<file path="src/work_stealing_job_scheduler_assert.svh">
// ----------------------------------------------------------------------------
// Work-stealing job scheduler assertion macros
// Concurrent check wrappers, clocked on clk and disabled during rst_n low.
// ----------------------------------------------------------------------------
`ifndef WORK_STEALING_JOB_SCHEDULER_ASSERT_SVH
`define WORK_STEALING_JOB_SCHEDULER_ASSERT_SVH

`ifndef SYNTH

// Same-cycle implication
`define WSJS_ASSERT_IMP(lbl, ante, cons) \
  lbl: assert property (@(posedge clk) disable iff (!rst_n) (ante) |-> (cons)) \
    else $error("scheduler check failed: same-cycle implication");

// Next-cycle implication
`define WSJS_ASSERT_NXT(lbl, ante, cons) \
  lbl: assert property (@(posedge clk) disable iff (!rst_n) (ante) |=> (cons)) \
    else $error("scheduler check failed: next-cycle implication");

// Invariant on every edge
`define WSJS_ASSERT_HOLD(lbl, cond) \
  lbl: assert property (@(posedge clk) disable iff (!rst_n) (cond)) \
    else $error("scheduler check failed: invariant");

`else

`define WSJS_ASSERT_IMP(lbl, ante, cons)
`define WSJS_ASSERT_NXT(lbl, ante, cons)
`define WSJS_ASSERT_HOLD(lbl, cond)

`endif

`endif

</file>
<file path="src/wsjs_pkg.sv">
// ----------------------------------------------------------------------------
// wsjs_pkg
// Shared sizes, codes and types of the work-stealing job scheduler.
// ----------------------------------------------------------------------------
package wsjs_pkg;

  // Sizing; QUEUE_DEPTH must stay a power of two (slot indexes wrap by width)
  localparam int MAX_WORKERS = 8;
  localparam int QUEUE_DEPTH = 16;
  localparam int JOB_BITS    = 32;

  localparam int WID_W  = $clog2(MAX_WORKERS);
  localparam int QIDX_W = $clog2(QUEUE_DEPTH);
  localparam int FILL_W = QIDX_W + 1;
  localparam int ADDR_W = WID_W + QIDX_W;
  localparam int WC_W   = 4;
  localparam int PEND_W = 8;
  localparam int REQ_W  = 2;

  localparam logic [PEND_W-1:0] PENDING_MAX = 8'd255;
  localparam logic [WC_W-1:0]   WC_RESET    = WC_W'(MAX_WORKERS);

  // Request codes; the remaining code is an unused request
  localparam logic [REQ_W-1:0] REQ_SUBMIT   = 2'd0;
  localparam logic [REQ_W-1:0] REQ_FETCH    = 2'd1;
  localparam logic [REQ_W-1:0] REQ_COMPLETE = 2'd2;

  typedef enum logic [2:0] {
    ST_OK         = 3'd0,
    ST_FULL       = 3'd1,
    ST_NO_JOB     = 3'd2,
    ST_NO_PENDING = 3'd3,
    ST_BAD_WORKER = 3'd4
  } status_t;

  typedef enum logic [1:0] {
    S_IDLE,
    S_EXEC,
    S_RESP
  } fsm_t;

  // Controller to datapath commands
  typedef struct packed {
    logic capture;
    logic execute;
    logic load_out;
  } ctrl_cmd_t;

endpackage

</file>
<file path="src/wsjs_ctrl.sv">
// ----------------------------------------------------------------------------
// wsjs_ctrl
// Sequencer: capture a request, execute it, then hand the result to the
// output register. Owns both channel handshakes.
// ----------------------------------------------------------------------------
`include "work_stealing_job_scheduler_assert.svh"

module wsjs_ctrl (
  input  logic                 clk,
  input  logic                 rst_n,
  input  logic                 in_tvalid,
  output logic                 in_tready,
  output logic                 out_tvalid,
  input  logic                 out_tready,
  output wsjs_pkg::ctrl_cmd_t  cmd
);
  import wsjs_pkg::*;

  fsm_t state_r, state_nxt;
  logic out_valid_r, out_valid_nxt;
  logic out_free;

  // Output register can take a new beat
  assign out_free = !out_valid_r || out_tready;

  // Next state
  always_comb begin
    state_nxt = state_r;
    unique case (state_r)
      S_IDLE: begin
        if (in_tvalid) state_nxt = S_EXEC;
      end
      S_EXEC: begin
        state_nxt = S_RESP;
      end
      S_RESP: begin
        if (out_free) state_nxt = in_tvalid ? S_EXEC : S_IDLE;
      end
      default: begin
        state_nxt = S_IDLE;
      end
    endcase
  end

  // Outputs
  always_comb begin
    in_tready    = 1'b0;
    cmd.execute  = 1'b0;
    cmd.load_out = 1'b0;
    unique case (state_r)
      S_IDLE: begin
        in_tready = 1'b1;
      end
      S_EXEC: begin
        cmd.execute = 1'b1;
      end
      S_RESP: begin
        in_tready    = out_free;
        cmd.load_out = out_free;
      end
      default: begin
        in_tready = 1'b0;
      end
    endcase
    cmd.capture = in_tvalid && in_tready;
  end

  // Output valid: set on load, drop once the beat is taken
  always_comb begin
    out_valid_nxt = out_valid_r;
    if (cmd.load_out) begin
      out_valid_nxt = 1'b1;
    end else if (out_tready) begin
      out_valid_nxt = 1'b0;
    end
  end

  always_ff @(posedge clk) begin
    if (!rst_n) begin
      state_r     <= S_IDLE;
      out_valid_r <= 1'b0;
    end else begin
      state_r     <= state_nxt;
      out_valid_r <= out_valid_nxt;
    end
  end

  assign out_tvalid = out_valid_r;

  `WSJS_ASSERT_NXT(a_exec_then_resp, state_r == S_EXEC, state_r == S_RESP)
  `WSJS_ASSERT_IMP(a_no_overwrite, out_valid_r && !out_tready, !cmd.load_out)
  `WSJS_ASSERT_NXT(a_load_shows, cmd.load_out, out_valid_r)

endmodule

</file>
<file path="config.mk">
export PLATFORM = sky130hd
export DESIGN_NAME = wsjs_ctrl
export DESIGN_NICKNAME = d
export VERILOG_FILES = /design/src/wsjs_pkg.sv /design/src/wsjs_ctrl.sv
export VERILOG_INCLUDE_DIRS = /design/src /design/src/src
export SDC_FILE = /design/constraint.sdc
export NUM_CORES = 1
export LEC_CHECK = 0
export BUFFER_PORTS_ARGS = -buffer_cell sky130_fd_sc_hd__buf_2
export CORE_AREA = 10 10 47 49
export CTS_BUF_LIST = sky130_fd_sc_hd__clkbuf_4
export CTS_CLUSTER_SIZE = 40
export DETAILED_ROUTE_END_ITERATION = 7
export DIE_AREA = 0 0 57 59
export GPL_TIMING_DRIVEN = 0
export HOLD_SLACK_MARGIN = 0.1
export PLACE_DENSITY = 0.39
export SLEW_MARGIN = 20
export SYNTH_ARGS = -nofsm -noshare
export SYNTH_HDL_FRONTEND = slang
export SYNTH_SLANG_ARGS = --single-unit
</file>
<file path="constraint.sdc">
create_clock -name clk -period 1.4 [get_ports clk]
set_input_delay 0.07 -clock clk [delete_from_list [all_inputs] [get_ports clk]]
set_output_delay 0.07 -clock clk [all_outputs]
set_load 0.05 [all_outputs]
</file>
==> results of run 1 <==
-- repair_timing --
| action | 4_1_cts | 5_1_grt |
|---|---|---|
| setup endpoints to repair | 1 | 1 |
| gates resized for setup | 1 | 2 |
| hold buffers | 1 | 0 |
| endpoints found under the hold margin | 1 | 0 |
-- flip-flops by register name, indices dropped and copies added, names as in the netlist --
register and cells:
out_tvalid 1, state_r 2
-- layer usage --
metal  share of wire (%)  wire length (um)
met5                   0                 0
met4                   0                 0
met3                  13                60
met2                  34               151
met1                  53               238
-- metrics by stage --
step | power (mW) | instance area, sq um | setup TNS, ns | cells | util (%)
5_1_grt | 0.346 | 279 | 0 | 45 | 19.9
6_report | 0.328 | 279 | 0 | 45 | 19.9
4_1_cts | 0.336 | 274 | 0 | 45 | 19.6
2_1_floorplan | 0.137 | 171 | -0.198 | 16 | -
3_3_place_gp | 0.151 | 231 | 0 | 40 | 16.5
3_5_place_dp | 0.152 | 231 | 0 | 40 | 16.5
-- worst paths after layout --
path         cells past startpoint          to  slack, ns        from
max reg2reg                      2  state_r[1]       0.45  state_r[0]
min reg2reg                      2  out_tvalid       0.55  state_r[1]
min                              2  state_r[0]       0.14   in_tvalid
max                              4      cmd[0]       0.08  out_tvalid
-- worst max-delay path, stage by stage, from the launching register on --
cell and delay (ns):
dfxtp_2 0.33, or2b_2 0.30, nor2b_1 0.13, buf_4 0.12
buf_6 0.14
-- Yosys cell counts (all sizes together) --
cell | instances | share of area, %
nor2 | 1 | 2.3
and3b | 1 | 5.3
or2b | 1 | 5.3
a21boi | 1 | 4.5
o21a | 1 | 4.5
nor4bb | 1 | 9.8
buf | 2 | 9.0
nor3b | 1 | 4.5
dfxtp | 3 | 36
nor2b | 2 | 7.5
nand2b | 1 | 3.8
and4bb | 1 | 7.5
-- power by group through the flow --
stage / logic (mW) / clock network (mW) / registers, mW
floorplan: 0.0398 / 0 / 0.0977
global placement: 0.0560 / 0 / 0.0948
detailed placement: 0.0568 / 0 / 0.0955
CTS: 0.0597 / 0.182 / 0.0941
global route: 0.0631 / 0.188 / 0.0949
finish: 0.0596 / 0.173 / 0.0945
-- cells by family (layout without fill, tap and decap cells) --
kind of cell | after synthesis | in the layout
AOI/OAI and AO/OA | 2 | 2
and+or+nand+nor | 9 | 9
DFF | 3 | 3
buffers and inverters | 2 | 15
-- area by class of cell --
cell class / count / area (sq um)
fillers: 166 / 1120
multi-input cells: 11 / 96.3
flip-flops and latches: 3 / 61.3
repair buffers: 9 / 56.3
clock buffers: 4 / 30.0
well taps: 16 / 20.0
plain buffers: 2 / 15.0
==> results.yml, run 1 <==
timing:
  skew_ns: 0.00137
  whs_ns: 0.138
  max_freq_mhz: 755
  slew_headroom_pct: 83.2
  drv_slew: 0
  worst_slack_ns: 0.0753
  fin_crit_ns: 1.32
  tightest_slew_ns: 0.253
  period_share_pct: 94.6
  rsz0062_at_grt: "false"
  timing.final.hold_violations: 0
  setup_violations: 0
cts:
  post-cts-setup-buffers: 0
  cts_buffers: 3
  clock_path_buffers: 2
  clkLatencyLatePin_ns: 0.23
  h-tree-depth: 1
  clk_pin_slew_ns: 0.04
  cts_tree: "built"
  clock_sinks: 3
  clockRootBuffer: "clkbuf_4"
grt:
  grt_pass1_vias: 166
  grt_overflow: 0
  grt_usage_pct: 2.98
  use_met2_pct: 2.33
  grt_max_degree: 7
  grt.met3_usage_pct: 3.86
  busiest_layer: "met3"
  grt_use_met1_pct: 3.20
  grt_pass1_wl_um: 690
  antenna_found_initial: 0
route:
  first_iter_violations: 1
  vias: 170
  dr.pass1.iters: 2
  drcViolationCount: 0
  wire_per_inst_um: 10.0
  routed_wl_um: 450
  antenna_left: 0
  via_per_inst: 3.78
flow_run:
  maxCapViolations: 0
yosys:
  synthAdderAreaFrac_pct: 0
  yosys_warnings: 0
  synthCells: 16
  yosys.area_share.simple_pct: 45.9
  synth_top_family_by_area: "simple AND/OR/NAND/NOR gates"
  ys_types: 12
  ys_seq_area_share_pct: 36.1
  ys_ff_latch: 3
  synth_mux_area_share_pct: 0
  synth-xor-area-share_pct: 0
  synth_area_sq_um: 166
  synth_nets: 20
  synth_area_per_cell_sq_um: 10.4
  synth-compound-area-share_pct: 9.02
pwr:
  p_sw_uw: 88.0
  clockPowerShare_pct: 52.9
  p_per_area_nw_per_um2: 1170
  p_sw_share_pct: 26.9
  leakagePower_nw: 0.129
  internal_power_uw: 240
  irDropWorstVdd_mv: 0.451
  combPwrFrac_pct: 18.2
  seq_power_share_pct: 28.9
setup_path:
  crit_arrival_ns: 1.25
  critPathRequiredTime_ns: 1.33
  crit_fanout: 4
  worstSetupPathType: "flip-flop to output pin"
  start_kind: "flip-flop"
  end_kind: "output pin"
placed_design:
  gp_congestion: 0.585
  io_buffers: 8
  dp_slack_ns: 0.239
layout:
  final_common_cell: "buf_2"
  finalNetCount: 34
  synthToLayoutAreaGrowth_pct: 67.7
  n_antenna_cell: 0
  drive_gt1_share_pct: 65.5
  layout_common_cells: "buf_2, clkbuf_4, nor2b_1, buf_4, dfxtp_1"
run_status:
  status: "completed"
die:
  die_h_um: 59
  pin_count: 9
  start_util_pct: 11.9
  core_sq_um: 1400
  num_rows: 14
  die_x_um: 57
  die_area_sq_um: 3360
hold_path:
  hp-class: "primary input to flip-flop"
(Power assumes the default switching activity.)
==> inputs of run 2 (changes only) <==
--- a/config.mk
+++ b/config.mk
@@ -7,6 +7,8 @@
 export NUM_CORES = 1
 export LEC_CHECK = 0
 export BUFFER_PORTS_ARGS = -buffer_cell sky130_fd_sc_hd__buf_2
+export CELL_PAD_IN_SITES_DETAIL_PLACEMENT = 0
+export CELL_PAD_IN_SITES_GLOBAL_PLACEMENT = 2
 export CORE_AREA = 10 10 47 49
 export CTS_BUF_LIST = sky130_fd_sc_hd__clkbuf_4
 export CTS_CLUSTER_SIZE = 40
@@ -14,7 +16,7 @@
 export DIE_AREA = 0 0 57 59
 export GPL_TIMING_DRIVEN = 0
 export HOLD_SLACK_MARGIN = 0.1
-export PLACE_DENSITY = 0.39
+export PLACE_DENSITY = 0.53
 export SLEW_MARGIN = 20
 export SYNTH_ARGS = -nofsm -noshare
 export SYNTH_HDL_FRONTEND = slang
==> constraint.sdc (replaced) <==
create_clock -name clk -period 1.55 [get_ports clk]
set_input_delay 0.0775 -clock clk [delete_from_list [all_inputs] [get_ports clk]]
set_output_delay 0.0775 -clock clk [all_outputs]
set_load 0.05 [all_outputs]
==> results.yml, run 2 (same netlist as run 1, synthesis figures left out) <==
run_status:
  status: "completed"
layout:
  largest_reg_flops: 2
  top_register: "state_r"
  post-route-util_pct: 19.4
  finalNetCount: 34
  synthToLayoutAreaGrowth_pct: 63.2
  n_antenna_cell: 0
  final_common_cell: "buf_2"
  drive_gt1_share_pct: 62.1
  layout_common_cells: "buf_2, clkbuf_4, dfxtp_1, nor2b_1, buf_4"
placed_design:
  gp_congestion: 0.615
  dp_slack_ns: 0.390
  hpwl_um: 348
  io_buffers: 8
pwr:
  p_per_area_nw_per_um2: 1100
  leakagePower_nw: 0.128
  power_uw: 298
  clockPowerShare_pct: 54.0
  seq_power_share_pct: 28.4
  p_sw_uw: 83.2
  irDropWorstVdd_mv: 0.230
  internal_power_uw: 215
  combPwrFrac_pct: 17.6
  p_sw_share_pct: 27.9
hold_path:
  whs_path_depth: 3
  hp-class: "primary input to flip-flop"
cts:
  clockRootBuffer: "clkbuf_4"
  cts_tree: "built"
  h-tree-depth: 1
  clock_sinks: 3
  cts_buffers: 3
  clock_path_buffers: 2
  clk_pin_slew_ns: 0.04
  clkLatencyLatePin_ns: 0.24
  post-cts-setup-buffers: 0
timing:
  max_freq_mhz: 711
  rsz0062_at_grt: "false"
  whs_ns: 0.145
  setup_violations: 0
  fin_crit_ns: 1.41
  tightest_slew_ns: 0.258
  drv_slew: 0
  slew_headroom_pct: 82.9
  tns_ns: 0
  skew_ns: 0.00368
  timing.final.hold_violations: 0
  period_share_pct: 90.7
  worst_slack_ns: 0.144
setup_path:
  cp_slowest_cell: "dfxtp_1"
  critPathMaxStageDelay_ns: 0.34
  start_kind: "flip-flop"
  end_kind: "output pin"
  reg2regPathDepth: 2
  crit_chain: "or2b_2 -> nor2b_1 -> buf_4 -> buf_2"
  worstSetupPathType: "flip-flop to output pin"
  critPathRequiredTime_ns: 1.47
  crit_fanout: 4
  crit_arrival_ns: 1.33
route:
  vias: 157
  dr.pass1.iters: 1
  via_per_inst: 3.49
  first_iter_violations: 0
  antenna_left: 0
  drcViolationCount: 0
  routed_wl_um: 433
  wire_per_inst_um: 9.62
flow_run:
  maxCapViolations: 0
die:
  num_rows: 14
  pin_count: 9
  start_util_pct: 11.9
  die_h_um: 59
  die_x_um: 57
  die_area_sq_um: 3360
  core_sq_um: 1400
grt:
  grt_overflow: 0
  grt_usage_pct: 2.88
  grt_pass1_vias: 169
  grt_pass1_wl_um: 655
  antenna_found_initial: 0
  grt_max_degree: 7
## run 2: critical path: cells and delay by family (launching register included)
kind                   cells  cell delay (ns)
buffers and inverters      2             0.32
DFF                        1             0.34
and+or+nand+nor            2             0.44
## run 2: per-stage QoR
| stage | instances | instance area (sq um) |
|---|---|---|
| after floorplan | 16 | 171 |
| after global placement | 40 | 231 |
| after detailed placement | 40 | 231 |
| after CTS | 45 | 272 |
| after global routing | 45 | 272 |
| final | 45 | 272 |
## run 2: power groups by stage
stage	Combinational, mW	Clock [mW]	Sequential (mW)
after global routing	0.0560	0.174	0.0852
final	0.0525	0.161	0.0848
after global placement	0.0510	0	0.0859
after floorplan	0.0359	0	0.0883
after detailed placement	0.0513	0	0.0863
after CTS	0.0533	0.169	0.0849
## run 2: area by class of cell
cell class | count | area [sq um]
buffer | 2 | 15.0
multi-input combinational | 11 | 96.3
clock buffer | 4 | 30.0
fill | 169 | 1130
tap | 16 | 20.0
timing repair buffer | 9 | 50.0
sequential | 3 | 60.1
## run 2: path summary, 6_finish.rpt
check | slack [ns] | end | start
worst min-delay path | 0.14 | out_tvalid | out_tready
worst min register to register | 0.53 | out_tvalid | state_r[1]
worst max register to register | 0.63 | state_r[1] | state_r[0]
worst max-delay path | 0.14 | cmd[0] | out_tvalid
## run 2: metal layers
layer	GRT usage, %	share of wire [%]	vias up
li1	-	-	80
met1	3.17	57	66
met2	2.64	31	11
met3	3.65	12	0
met4	2.01	0	0
met5	0	0	-
## run 2: repair_timing
item | 4_1_cts | 5_1_grt
resized for setup | 0 | 0
hold endpoints to repair | 1 | 0
hold buffers | 1 | 0
==> inputs of run 3 (changes only) <==
--- a/config.mk
+++ b/config.mk
@@ -8,7 +8,7 @@
 export LEC_CHECK = 0
 export BUFFER_PORTS_ARGS = -buffer_cell sky130_fd_sc_hd__buf_2
 export CELL_PAD_IN_SITES_DETAIL_PLACEMENT = 0
-export CELL_PAD_IN_SITES_GLOBAL_PLACEMENT = 2
+export CELL_PAD_IN_SITES_GLOBAL_PLACEMENT = 1
 export CORE_AREA = 10 10 47 49
 export CTS_BUF_LIST = sky130_fd_sc_hd__clkbuf_4
 export CTS_CLUSTER_SIZE = 40
@@ -16,7 +16,7 @@
 export DIE_AREA = 0 0 57 59
 export GPL_TIMING_DRIVEN = 0
 export HOLD_SLACK_MARGIN = 0.1
-export PLACE_DENSITY = 0.53
+export PLACE_DENSITY = 0.46
 export SLEW_MARGIN = 20
 export SYNTH_ARGS = -nofsm -noshare
 export SYNTH_HDL_FRONTEND = slang
==> results.yml, run 3 (same netlist as run 1, synthesis figures left out) <==
layout:
  final_common_cell: "buf_2"
  synthToLayoutAreaGrowth_pct: 63.2
  n_antenna_cell: 0
  largest_reg_flops: 2
  post-route-util_pct: 19.4
  register_area_sq_um: 60.1
  top_register: "state_r"
  layout_common_cells: "buf_2, clkbuf_4, dfxtp_1, nor2b_1, buf_4"
  drive_gt1_share_pct: 62.1
  fill_cells: 169
  finalNetCount: 34
  multiInputGateArea_sq_um: 96.3
hold_path:
  hp-class: "primary input to flip-flop"
  worstHoldStart: "in_tvalid"
  whs_path_depth: 2
  holdPathEnd: "state_r[0]"
setup_path:
  crit_fanout: 4
  ff2ff_setup_slack_ns: 0.61
  reg2reg_from: "state_r[0]"
  worstSetupPathType: "flip-flop to output pin"
  crit_arrival_ns: 1.34
  start_kind: "flip-flop"
  end_kind: "output pin"
  reg2regPathDepth: 2
  critPathRequiredTime_ns: 1.47
  r2r-end: "state_r[1]"
grt:
  busiest_layer: "met4"
  grt_pass1_wl_um: 607
  grt_overflow: 0
  use_met2_pct: 2.33
  grt_usage_pct: 2.81
  antenna_found_initial: 0
  grt_max_degree: 7
  grt_pass1_vias: 156
  grt.met3_usage_pct: 2.58
  grt_use_met1_pct: 2.72
timing:
  tightest_slew_ns: 0.257
  setup_violations: 0
  rsz0062_at_grt: "false"
  period_share_pct: 91.2
  slew_headroom_pct: 83.0
  drv_slew: 0
  skew_ns: 0.00198
  max_freq_mhz: 707
  timing.final.hold_violations: 0
  tns_ns: 0
  fin_crit_ns: 1.41
cts:
  cts_resized: 0
  cts_tree: "built"
  cts_hold_buf: 1
  clock_path_buffers: 2
  clk_pin_slew_ns: 0.04
  clkLatencyLatePin_ns: 0.23
  clock_sinks: 3
  cts_buffers: 3
  h-tree-depth: 1
  clockRootBuffer: "clkbuf_4"
  post-cts-setup-buffers: 0
die:
  pin_count: 9
  core_sq_um: 1400
  start_util_pct: 11.9
  num_rows: 14
  die_x_um: 57
  die_area_sq_um: 3360
  die_h_um: 59
route:
  wire_per_inst_um: 9.18
  first_iter_violations: 2
  dr.pass1.iters: 2
  vias: 151
  antenna_left: 0
  via_per_inst: 3.36
  routed_wl_um: 413
  drcViolationCount: 0
pwr:
  irDropWorstVdd_mv: 0.234
  leakagePower_nw: 0.128
  p_per_area_nw_per_um2: 1070
flow_run:
  maxCapViolations: 0
placed_design:
  io_buffers: 8
  gp_congestion: 0.537
run_status:
  status: "completed"
run 3: through the flow:
stage          hold slack (ns)  setup slack, ns  cells  instance area, sq um  power [mW]
6_report                 0.153            0.136     45                   272       0.290
5_1_grt                  0.147           0.0758     45                   272       0.311
4_1_cts                  0.143            0.112     45                   272       0.300
3_5_place_dp             0.323            0.369     40                   231       0.137
3_3_place_gp             0.313            0.382     40                   231       0.137
2_1_floorplan            0.195           0.0389     16                   171       0.124
run 3: report_power, final:
part           leakage [nW]  switching, mW  internal, mW
registers            0.0246        0.00391        0.0811
clock network        0.0184         0.0389         0.114
logic                0.0851         0.0324        0.0199
run 3: worst max path at each step:
stage	to	cells after the start	startpoint
global route	cmd[0]	4	out_tvalid
detailed placement	cmd[0]	4	out_tvalid
global placement	cmd[0]	4	out_tvalid
finish	cmd[0]	4	out_tvalid
CTS	cmd[0]	4	out_tvalid
floorplan	cmd[2]	2	out_tvalid
run 3: worst max-delay path, cell delays in order, from the launching register on:
cell and delay, ns:
dfxtp_1 0.35, or2b_2 0.31, nor2b_1 0.13, buf_4 0.12, buf_2 0.20
run 3: metal layers:
| metal | part of all wire (%) | vias to the layer above |
|---|---|---|
| met4 | 0 | 0 |
| met2 | 33 | 9 |
| met1 | 56 | 62 |
| met3 | 11 | 0 |
| met5 | 0 | - |
| li1 | - | 80 |
run 3: layout make-up:
type / instances / area share [%]
Timing Repair Buffer: 9 / 18.4
Clock buffer: 4 / 11.1
Multi-Input combinational cell: 11 / 35.5
Buffer: 2 / 5.53
Sequential cell: 3 / 22.1
Tap cell: 16 / 7.37
